$ cat config.mk
export PLATFORM = sky130hd
export DESIGN_NAME = lpc_residual_synthesis_filter_top
export DESIGN_NICKNAME = d
export VERILOG_FILES = /design/src/sv/lrsf_pkg.sv /design/src/sv/lrsf_ram.sv /design/src/sv/lrsf_mac.sv /design/src/sv/lpc_residual_synthesis_filter_top.sv
export SDC_FILE = /design/constraint.sdc
export NUM_CORES = 2
export LEC_CHECK = 0
export BUFFER_PORTS_ARGS = -buffer_cell sky130_fd_sc_hd__buf_2
export CAP_MARGIN = 20
export CORE_MARGIN = 4
export CORE_UTILIZATION = 35
export CTS_CLUSTER_DIAMETER = 200
export DETAILED_ROUTE_END_ITERATION = 12
export HOLD_SLACK_MARGIN = 0.06
export SLEW_MARGIN = 30
export SYNTH_ARGS = -nofsm -noshare
export SYNTH_HDL_FRONTEND = slang
export SYNTH_HIERARCHICAL = 1
export SYNTH_SLANG_ARGS = --single-unit
$ cat constraint.sdc
create_clock -name clk_i -period 15.9 [get_ports clk_i]
set_input_delay 4.77 -clock clk_i [delete_from_list [all_inputs] [get_ports clk_i]]
set_output_delay 4.77 -clock clk_i [all_outputs]
set_load 0.02 [all_outputs]
$ cat src/sv/lrsf_pkg.sv
`timescale 1ns / 1ps
// ----------------------------------------------------------------------------
// lrsf_pkg: shared types and constants of the LPC residual synthesis filter
// Widths of the item fields, op codes, FSM states, the MAC control bundle
// and the mu-law excitation decoder.
// ----------------------------------------------------------------------------
package lrsf_pkg;

  // default filter order (taps = order - 1)
  localparam int FILTER_ORDER_DEF = 47;

  // field widths
  localparam int OP_W       = 2;
  localparam int TAP_IDX_W  = 6;
  localparam int TAP_W      = 20;
  localparam int BYTE_W     = 8;
  localparam int SAMPLE_W   = 16;
  localparam int HIST_W     = 24;
  localparam int EXC_W      = 17;
  localparam int FRAC_W     = 16;
  localparam int PROD_W     = TAP_W + HIST_W;
  // covers 63 full-scale products plus the shifted excitation
  localparam int ACC_W      = 52;
  localparam int QUOT_W     = ACC_W - FRAC_W;

  // output limits
  localparam logic signed [HIST_W-1:0]   OUT_LIMIT = HIST_W'(32766);
  localparam logic signed [QUOT_W-1:0]   HIST_MAX  = QUOT_W'(8388607);
  localparam logic signed [QUOT_W-1:0]   HIST_MIN  = -QUOT_W'(8388608);

  // op codes
  localparam logic [OP_W-1:0] OP_LOAD     = 2'd0;
  localparam logic [OP_W-1:0] OP_RESIDUAL = 2'd1;
  localparam logic [OP_W-1:0] OP_START    = 2'd2;

  // sequencer states
  typedef enum logic [1:0] {
    S_IDLE,
    S_RUN,
    S_DRAIN,
    S_DONE
  } lrsf_state_e;

  // control bundle from sequencer to MAC
  typedef struct packed {
    logic                    start;    // load accumulator with excitation
    logic signed [EXC_W-1:0] exc;      // decoded excitation sample
    logic                    mul_en;   // RAM read data valid this cycle
    logic                    hist_ok;  // history entry holds written data
    logic                    finish;   // scale and saturate accumulator
  } lrsf_mac_ctl_t;

  // mu-law segment bases (bias of 132 removed)
  localparam logic [15:0] MULAW_BASE [8] = '{
    16'd0, 16'd132, 16'd396, 16'd924, 16'd1980, 16'd4092, 16'd8316, 16'd16764
  };

  function automatic logic signed [EXC_W-1:0] mulaw_decode(input logic [BYTE_W-1:0] b);
    logic [BYTE_W-1:0] u;
    logic [2:0]        e;
    logic [15:0]       mag;
    u   = ~b;
    e   = u[6:4];
    mag = MULAW_BASE[e] + (16'(u[3:0]) << (4'(e) + 4'd3));
    if (u[7]) begin
      mulaw_decode = -$signed({1'b0, mag});
    end else begin
      mulaw_decode = $signed({1'b0, mag});
    end
  endfunction

endpackage

$ cat src/sv/lrsf_ram.sv
`timescale 1ns / 1ps
// ----------------------------------------------------------------------------
// lrsf_ram: generic simple dual-port RAM
// One write port, one read port, read data registered.
// ----------------------------------------------------------------------------
module lrsf_ram #(
  parameter int WIDTH = 8,
  parameter int DEPTH = 16,
  localparam int AW = (DEPTH > 1) ? $clog2(DEPTH) : 1
) (
  input  logic             clk_i,
  input  logic             we_i,
  input  logic [AW-1:0]    waddr_i,
  input  logic [WIDTH-1:0] wdata_i,
  input  logic             re_i,
  input  logic [AW-1:0]    raddr_i,
  output logic [WIDTH-1:0] rdata_o
);

  logic [WIDTH-1:0] mem_q [DEPTH];
  logic [WIDTH-1:0] rdata_q;

  always_ff @(posedge clk_i) begin
    if (we_i) begin
      mem_q[waddr_i] <= wdata_i;
    end
    if (re_i) begin
      rdata_q <= mem_q[raddr_i];
    end
  end

  assign rdata_o = rdata_q;

endmodule

$ cat src/sv/lrsf_mac.sv
`timescale 1ns / 1ps
// ----------------------------------------------------------------------------
// lrsf_mac: shared multiply-accumulate unit
// Registered tap x history product, exact accumulator, then truncation
// toward zero of the Q16 result and saturation to the history width.
// ----------------------------------------------------------------------------
module lrsf_mac (
  input  logic                                 clk_i,
  input  logic                                 rst_ni,
  input  lrsf_pkg::lrsf_mac_ctl_t              ctl_i,
  input  logic signed [lrsf_pkg::TAP_W-1:0]    tap_i,
  input  logic signed [lrsf_pkg::HIST_W-1:0]   hist_i,
  output logic                                 busy_o,
  output logic signed [lrsf_pkg::HIST_W-1:0]   y_o
);
  import lrsf_pkg::*;

  logic                     pv_q;
  logic signed [PROD_W-1:0] prod_q;
  logic signed [ACC_W-1:0]  acc_q;
  logic signed [HIST_W-1:0] y_q;
  logic signed [HIST_W-1:0] hist_m;
  logic signed [QUOT_W-1:0] quot;
  logic signed [QUOT_W-1:0] quot_tz;
  logic signed [HIST_W-1:0] y_d;

  // unwritten history entries read as zero
  assign hist_m = ctl_i.hist_ok ? hist_i : '0;

  // product valid token
  always_ff @(posedge clk_i or negedge rst_ni) begin
    if (!rst_ni) begin
      pv_q <= 1'b0;
    end else begin
      pv_q <= ctl_i.mul_en;
    end
  end

  // multiply stage and accumulator
  always_ff @(posedge clk_i) begin
    if (ctl_i.mul_en) begin
      prod_q <= tap_i * hist_m;
    end
    if (ctl_i.start) begin
      acc_q <= ACC_W'(ctl_i.exc) <<< FRAC_W;
    end else if (pv_q) begin
      acc_q <= acc_q + ACC_W'(prod_q);
    end
    if (ctl_i.finish) begin
      y_q <= y_d;
    end
  end

  // divide by 2^16 toward zero, saturate to history range
  always_comb begin
    quot    = acc_q[ACC_W-1:FRAC_W];
    quot_tz = quot + QUOT_W'(acc_q[ACC_W-1] && (acc_q[FRAC_W-1:0] != '0));
    if (quot_tz > HIST_MAX) begin
      y_d = HIST_MAX[HIST_W-1:0];
    end else if (quot_tz < HIST_MIN) begin
      y_d = HIST_MIN[HIST_W-1:0];
    end else begin
      y_d = quot_tz[HIST_W-1:0];
    end
  end

  assign busy_o = pv_q;
  assign y_o    = y_q;

endmodule

$ cat src/sv/lpc_residual_synthesis_filter_top.sv
`timescale 1ns / 1ps
// ----------------------------------------------------------------------------
// lpc_residual_synthesis_filter_top: residual-excited LPC synthesis filter
// All-pole filter with mu-law excitation; taps and history kept in RAMs.
// ----------------------------------------------------------------------------
// The block takes no new item while a residual item is in work: one MAC
// shared by all FILTER_ORDER - 1 taps reads one tap and one history entry per
// cycle from the two RAMs, followed by pipeline drain and scaling and then the
// history write-back. Load and start items produce no result and leave the
// block ready for the next item. The result sits in an output register, so a
// new item is accepted while the previous sample waits to be taken.
// Out-of-range tap loads and the unused op code are dropped.
// ----------------------------------------------------------------------------
module lpc_residual_synthesis_filter_top #(
  parameter int FILTER_ORDER = lrsf_pkg::FILTER_ORDER_DEF
) (
  input  logic                                   clk_i,
  input  logic                                   rst_ni,
  input  logic                                   in_valid_i,
  output logic                                   in_ready_o,
  input  logic [lrsf_pkg::OP_W-1:0]              op_i,
  input  logic [lrsf_pkg::TAP_IDX_W-1:0]         tap_index_i,
  input  logic signed [lrsf_pkg::TAP_W-1:0]      tap_value_i,
  input  logic [lrsf_pkg::BYTE_W-1:0]            residual_byte_i,
  output logic                                   out_valid_o,
  input  logic                                   out_ready_i,
  output logic signed [lrsf_pkg::SAMPLE_W-1:0]   speech_sample_o
);
  import lrsf_pkg::*;

  localparam int NUM_TAPS = FILTER_ORDER - 1;
  localparam int AW       = (NUM_TAPS > 1) ? $clog2(NUM_TAPS) : 1;
  localparam logic [AW-1:0] LAST = AW'(NUM_TAPS - 1);

  lrsf_state_e         state_q, state_d;
  logic [AW-1:0]       k_q, k_d;
  logic [AW-1:0]       slot_q, slot_d;
  logic [AW-1:0]       ptr_q, ptr_d;
  logic                tok_q, tok_d;
  logic                hv_q, hv_d;
  logic [NUM_TAPS-1:0] hvld_q, hvld_d;
  logic                out_valid_q, out_valid_d;
  logic signed [SAMPLE_W-1:0] out_q, out_d;

  logic                accept;
  logic                tap_we;
  logic                rd_en;
  logic                hist_we;
  logic signed [TAP_W-1:0]  tap_rd;
  logic signed [HIST_W-1:0] hist_rd;
  logic signed [HIST_W-1:0] y;
  logic                mac_busy;
  lrsf_mac_ctl_t       mac_ctl;
  logic signed [SAMPLE_W-1:0] clamped;

  assign in_ready_o = (state_q == S_IDLE);
  assign accept     = in_valid_i && in_ready_o;
  assign tap_we     = accept && (op_i == OP_LOAD) &&
                      (7'(tap_index_i) < 7'(NUM_TAPS));

  // coefficient store
  lrsf_ram #(
    .WIDTH (TAP_W),
    .DEPTH (NUM_TAPS)
  ) u_tap_ram (
    .clk_i   (clk_i),
    .we_i    (tap_we),
    .waddr_i (tap_index_i[AW-1:0]),
    .wdata_i (tap_value_i),
    .re_i    (rd_en),
    .raddr_i (k_q),
    .rdata_o (tap_rd)
  );

  // output history ring
  lrsf_ram #(
    .WIDTH (HIST_W),
    .DEPTH (NUM_TAPS)
  ) u_hist_ram (
    .clk_i   (clk_i),
    .we_i    (hist_we),
    .waddr_i (ptr_q),
    .wdata_i (y),
    .re_i    (rd_en),
    .raddr_i (slot_q),
    .rdata_o (hist_rd)
  );

  lrsf_mac u_mac (
    .clk_i  (clk_i),
    .rst_ni (rst_ni),
    .ctl_i  (mac_ctl),
    .tap_i  (tap_rd),
    .hist_i (hist_rd),
    .busy_o (mac_busy),
    .y_o    (y)
  );

  // output clamp
  always_comb begin
    if (y > OUT_LIMIT) begin
      clamped = OUT_LIMIT[SAMPLE_W-1:0];
    end else if (y < -OUT_LIMIT) begin
      clamped = SAMPLE_W'(-OUT_LIMIT);
    end else begin
      clamped = y[SAMPLE_W-1:0];
    end
  end

  // state and control registers
  always_ff @(posedge clk_i or negedge rst_ni) begin
    if (!rst_ni) begin
      state_q     <= S_IDLE;
      k_q         <= '0;
      slot_q      <= '0;
      ptr_q       <= '0;
      tok_q       <= 1'b0;
      hv_q        <= 1'b0;
      hvld_q      <= '0;
      out_valid_q <= 1'b0;
    end else begin
      state_q     <= state_d;
      k_q         <= k_d;
      slot_q      <= slot_d;
      ptr_q       <= ptr_d;
      tok_q       <= tok_d;
      hv_q        <= hv_d;
      hvld_q      <= hvld_d;
      out_valid_q <= out_valid_d;
    end
  end

  // output sample register
  always_ff @(posedge clk_i) begin
    out_q <= out_d;
  end

  // sequencer
  always_comb begin
    state_d     = state_q;
    k_d         = k_q;
    slot_d      = slot_q;
    ptr_d       = ptr_q;
    tok_d       = 1'b0;
    hv_d        = 1'b0;
    hvld_d      = hvld_q;
    out_valid_d = out_valid_q && !out_ready_i;
    out_d       = out_q;
    rd_en       = 1'b0;
    hist_we     = 1'b0;
    mac_ctl     = '0;
    mac_ctl.exc     = mulaw_decode(residual_byte_i);
    mac_ctl.mul_en  = tok_q;
    mac_ctl.hist_ok = hv_q;

    case (state_q)
      S_IDLE: begin
        if (accept) begin
          case (op_i)
            OP_START: begin
              hvld_d = '0;
              ptr_d  = '0;
            end
            OP_RESIDUAL: begin
              mac_ctl.start = 1'b1;
              k_d     = '0;
              slot_d  = (ptr_q == '0) ? LAST : ptr_q - AW'(1);
              state_d = S_RUN;
            end
            default: begin
            end
          endcase
        end
      end
      S_RUN: begin
        // one tap and one history entry per cycle, newest output first
        rd_en  = 1'b1;
        tok_d  = 1'b1;
        hv_d   = hvld_q[slot_q];
        k_d    = k_q + AW'(1);
        slot_d = (slot_q == '0) ? LAST : slot_q - AW'(1);
        if (k_q == LAST) begin
          state_d = S_DRAIN;
        end
      end
      S_DRAIN: begin
        if (!tok_q && !mac_busy) begin
          mac_ctl.finish = 1'b1;
          state_d        = S_DONE;
        end
      end
      S_DONE: begin
        // write back and emit once the output register is free
        if (!out_valid_q || out_ready_i) begin
          hist_we        = 1'b1;
          hvld_d[ptr_q]  = 1'b1;
          ptr_d          = (ptr_q == LAST) ? '0 : ptr_q + AW'(1);
          out_valid_d    = 1'b1;
          out_d          = clamped;
          state_d        = S_IDLE;
        end
      end
      default: begin
        state_d = S_IDLE;
      end
    endcase
  end

  assign out_valid_o     = out_valid_q;
  assign speech_sample_o = out_q;

endmodule

# After elaboration in Yosys (flattened, before gate mapping)
# Memories as Yosys holds them, arrays and structs flattened. A register that Yosys moved wholly into a read port is not among the register bits.
# Index checks and enable logic that the tools add are counted.
# totals
wordCells	129
memories	3
output_inout_bits	18
ramBits	2024
register_bits	206
romBits	128
inputBits	40
# mem_list
memory	depth	width	rd	rd_clocked_by_memory_dff	wr	line_no	text
u_hist_ram.mem_q	46	24	1	1	1	lrsf_ram.sv:20	logic [WIDTH-1:0] mem_q [DEPTH];
u_tap_ram.mem_q	46	20	1	1	1	lrsf_ram.sv:20	
(name not given)	8	16	1	0	0	lrsf_pkg.sv:64	mag = MULAW_BASE[e] + (16'(u[3:0]) << (4'(e) + 4'd3));
# classes
n_mul	1
n_bitwise	3
muxes	50
addsub	9
n_eq_ne	13
n_reduce_logical	25
order_cmp	9
n_shift	1
# ops
cell	n
$mux 46	3
$mux 52	2
$pmux 46 s2	1
$mux 6	10
$add 52x44->52	1
$mux 16	3
$mux 24	2
$or 46x46->46	1
$mul 20x24->44	1
$add 36x1->36	1
$gt 36x24->1 const B	1
$lt 36x24->1 const B	1
$pmux 6 s2	3
$gt 24x16->1 const B	1
$lt 24x16->1 const B	1
$mux 1	17
$mux 17	1
$neg 16->17	1
$add 16x16->16	1
$reduce_bool 16->1	1
$shl 4x4->16	1
$lt 6x7->1 const B	2
$add 6x1->6 const B	2
$eq 6x6->1 const B	2
other kinds (26)	51

# Logic depth before layout (Yosys ltp)
# depth
ltp_word	9
depth_mapped	29

# Modules after synthesis
# Netlist, hierarchy kept.
# by_module_without_submodules
mod	cells_each	n_inst	area_each_um2
lrsf_ram at u_hist_ram	2204	1	43234.0
lrsf_ram at u_tap_ram	1690	1	36008.3
lrsf_mac	2768	1	25639.6
lpc_residual_synthesis_filter_top	640	1	5754.3

# Worst setup path after synthesis
# OpenSTA, ideal clock, no wires.
# synth_path
path_kind	input -> register
start	in residual_byte_i[4] in the netlist's numbering
end	reg u_mac.acc_q[49], data pin
stages	19
arrival_ps	8408
slack_ps	7232
cell_sequence	buf_4 -> inv_1 -> ha_1 -> clkbuf_1 -> nor3_1 -> a21oi_1 -> nor2_1 -> ha_1 -> fa_1 -> a211o_1 -> a2111oi_4 -> o21ai_2 -> or3_1 -> o311ai_2 -> a41oi_1 -> nand2_1 -> clkbuf_1 -> o21a_1 -> nand3_1
# synth_rtl
element	line_no	text
from (decl)	lpc_residual_synthesis_filter_top.sv:24	input logic [lrsf_pkg::BYTE_W-1:0] residual_byte_i,
to (signal assigned)	lrsf_mac.sv:45	acc_q <= ACC_W'(ctl_i.exc) <<< FRAC_W;
to (signal assigned)	lrsf_mac.sv:47	acc_q <= acc_q + ACC_W'(prod_q);
to (decl)	lrsf_mac.sv:20	logic signed [ACC_W-1:0] acc_q;

# Final worst setup path
# layout_path
start	reg hv_q
end	reg u_mac.prod_q[43], data pin
# layout_between
elab_chain_cells	2
# layout_lines
element	line_no	text
from (decl)	lpc_residual_synthesis_filter_top.sv:40	logic hv_q, hv_d;
from (signal assigned)	lpc_residual_synthesis_filter_top.sv:127	hv_q <= hv_d;
$mux 24	lrsf_mac.sv:28	assign hist_m = ctl_i.hist_ok ? hist_i : '0;
$mul 20x24->44	lrsf_mac.sv:42	prod_q <= tap_i * hist_m;
to (signal assigned)	lrsf_mac.sv:42	
to (decl)	lrsf_mac.sv:19	logic signed [PROD_W-1:0] prod_q;
# Every way passes these cells.
# A chain may end at the register's enable or synchronous reset.

==> key figures <==
Clock network
  – Clock Tree Root: clkbuf_16
  – # hold bufs at CTS: 0
  – CTS tree: yes
  – Clk buf depth: 4
  – Total CTS buffers: 229
  – H-Tree Depth: 4
  – Post-CTS setup buffer count: 0
  – Post-CTS sizing: 0
  – CTS Sinks: 2274
  – Clock Latency Late Sink: 0.92 ns
  – Worst-path clk slew: 0.06 ns

Critical path
  – Critical path launch point type: register
  – WP data arrival: 9.89 ns
  – Crit path largest cell delay: 0.81 ns
  – Worst path most repeated cell: fa_1
  – Critical path class: register to register
  – Critical Path RT: 16.43 ns
  – CP bufs+invs: 6
  – Crit-path leading delay family: adder cells
  – Critical path endpoint category: register
  – Peak fanout along the critical path: 87
  – Slowest stage cell, crit path: dfrtp_4

Power
  – Overall Power: 12.4 mW
  – Net switching power: 2.74 mW
  – Power Internal: 9.62 mW
  – Pwr dens: 100 nW/µm²
  – Leak: 45.5 nW
  – Combinational power share: 5.7%
  – Sequential share of power: 53.2%
  – Sw Share: 22.1%
  – Clk pwr share: 41.0%
  – Maximum vdd ir drop: 0.000116 V

Drt
  – Final antenna-violating net count: 0
  – Starting DRC count in detailed routing: 6593
  – Highest routed layer: met5
  – Final WL: 290 mm
  – Wire length on met2: 135 mm
  – Vias: 63.4k
  – WL met1: 125 mm
  – DRC Markers: 0
  – Via/cell ratio: 5.40
  – WL/cell: 24.7 µm
  – WL met3: 23.3 mm
  – Drt first pass iters: 8

Global routing
  – Largest net degree at the start of global routing: 100
  – Vias in the first global route: 63.9k
  – First-pass GRT wire length: 429 mm
  – GR Overflow Total: 0
  – Antenna violations before repair: 24
  – Global Route Usage Sum: 17.5%

Die
  – Initial core utilization: 35.2%
  – Total core area: 315000 µm²
  – Cell Rows: 206
  – Die H: 570 µm
  – Die width: 570 µm
  – Die ar.: 325000 µm²
  – Io pins: 58

STA
  – Max-slew headroom: 29.3%
  – Setup violators final: 0
  – Final WS setup: 6.54 ns
  – Fin. Hold Viols: 0
  – Fin crit period: 9.36 ns
  – Crit share post-route: 58.9%
  – RSZ-0062 raised after global routing: false
  – Final Max Slew Viols: 0
  – Setup_tns: 0 ns
  – Clk_skew: 0.132 ns
  – Fmax: 107 MHz
  – Measured slew at the worst slew-check pin: 1.06 ns

Synthesis
  – Synth Area in XOR/XNOR: 1.16%
  – Sequential-to-total area share from yosys stat: 61.3%
  – Mux cell area share after synthesis: 10.5%
  – Syn_nets: 8036
  – Post-Syn Area: 111000 µm²
  – Main combinational cell family by area after synthesis: adder cells
  – Post-synthesis compound-gate area fraction: 5.65%
  – Yosys top cell by area: edfxtp_1
  – Simple-gate share of the synthesized area: 6.59%
  – Distinct cells, synth: 104
  – Ranking of synthesized cells by area: edfxtp_1 (59%), fa_1 (8.9%), mux4_2 (5.9%)
  – Post-synth top flop: edfxtp_1
  – Average size of a mapped cell: 15.2 µm²
  – Synth top area share: 59.4%
  – Number of synthesis warnings: 6
  – Synth async-reset ratio: 3.08%
  – Synth Register Bits: 2274
  – Synth Instances: 7302
  – Adder-cell share of the synthesized area: 11.2%
  – Post-synth EDFFs: 2188

Place
  – Port Buffers: 57
  – Setup WS pre-CTS: 6.34 ns
  – DP Wirelength: 183 mm
  – Gpl congestion: 0.888

Run status
  – Outcome: completed

Worst hold path
  – Hold Crit Class: register to register

Finish
  – Nets: 8133
  – P&R area growth vs syn: 11.6%
  – Layout cell share with drive strength beyond 1: 13.5%

Run
  – Max cap viols: 0
## power by group through the flow
stage	Clock, mW	Sequential [mW]	Combinational [mW]
global route	5.42	6.58	0.756
floorplan	0	6.67	0.450
global placement	0	6.71	0.689
detailed placement	0	6.71	0.705
finish	5.07	6.58	0.710
CTS	5.17	6.58	0.707
## worst register-to-register path, stage by stage (launching register included)
cell and delay [ns]:
dfrtp_4 0.81, buf_4 0.62, and2_1 0.54, nand2_1 0.14, fa_1 0.54, inv_1 0.07, fa_1 0.51, inv_1 0.06
fa_1 0.54, inv_1 0.06, fa_1 0.52, fa_1 0.44, fa_1 0.55, inv_1 0.06, fa_1 0.53, inv_1 0.04
ha_1 0.36, a21oi_1 0.23, a211oi_1 0.11, a211oi_1 0.34, o21ai_0 0.19, o31ai_1 0.45, a41oi_1 0.29, a311oi_1 0.58
o21ai_0 0.17, a21oi_1 0.19, xnor2_1 0.08
## flip-flops by register name, indices dropped and copies added, names as in the netlist
register,count
state_q,2
hvld_q,46
out_valid_o,1
u_hist_ram/rdata_o,24
k_q,6
u_tap_ram/mem_q,920
u_mac/acc_q,52
speech_sample_o,16
tok_q,1
slot_q,6
ptr_q,6
u_mac/y_o,24
hv_q,1
u_mac/busy_o,1
u_tap_ram/rdata_o,20
u_mac/prod_q,44
u_hist_ram/mem_q,1104
## cell usage after synthesis (all sizes together) (15+ instances only)
cell / n
a211o: 16
a211oi: 28
a21o: 54
a21oi: 187
a221oi: 89
a22oi: 79
a31oi: 20
and2: 37
and3: 269
buf: 136
clkbuf: 249
dfrtp: 70
dfxtp: 16
edfxtp: 2188
fa: 494
ha: 200
inv: 598
mux2i: 482
mux4: 294
nand2: 410
nand2b: 30
nand3: 125
nand4: 29
nor2: 395
nor2b: 31
nor3: 38
o211ai: 66
o21a: 15
o21ai: 179
o22ai: 104
or3: 41
xnor2: 88
xor2: 59
## metal layers
metal / up-vias / GRT usage (%)
li1: 27500 / -
met2: 2403 / 28.0
met4: 18 / 3.78
met5: - / 0
met1: 33100 / 24.8
met3: 387 / 3.24
## cell usage in the layout (no fill, tap or decap), drive strengths merged, types with 104 or more instances in the layout
cell	count
nor2	395
ha	200
buf	251
nand3	125
mux4	294
a21oi	187
mux2i	482
nand2	410
edfxtp	2188
o22ai	104
and3	269
o21ai	179
clkbuf	284
fa	494
inv	604
## cell type report
cell class                      instances  area (µm²)
Clock buffer                          284        5980
Tap cell                             4160        5200
Timing Repair Buffer                  251        1960
Fill cell                           28800      191000
Clock inverter                        119         940
Sequential cell                      2274       67800
Inverter                              600        2250
Antenna cell                           12        30.0
Multi-Input combinational cell       4043       39300
## through the flow
stage               util [%]  std cells  hold WS [ns]  instance area, µm²
floorplan                  -       7302         0.451              111000
global placement        36.9      11300         0.470              116000
detailed placement      37.0      11300         0.480              116000
CTS                     39.2      11700         0.495              123000
global route            39.2      11700         0.516              123000
finish                  39.2      11700         0.492              123000
## final timing paths
check / from / to / slack [ns] / cells after the start
max: hv_q / u_mac/prod_q[43] / 6.54 / 26
min: hvld_q[1] / hvld_q[1] / 0.49 / 2
max reg2reg: hv_q / u_mac/prod_q[43] / 6.54 / 26
min reg2reg: hvld_q[1] / hvld_q[1] / 0.49 / 2
max in group asynchronous: rst_ni / k_q[0] / 11.40 / 1
min in group asynchronous: rst_ni / hvld_q[42] / 3.94 / 1
## kinds of logic (layout without fill, tap and decap cells)
| group | Yosys count | count (layout) |
|---|---|---|
| compound gates | 928 | 928 |
| xor+xnor | 147 | 147 |
| fa+ha+maj | 694 | 694 |
| buf+inv | 985 | 1254 |
| flops | 2274 | 2274 |
| mux | 788 | 788 |
| other cells | 0 | 12 |
| simple gates | 1486 | 1486 |
Note: power is estimated with default switching activity, not from simulation.
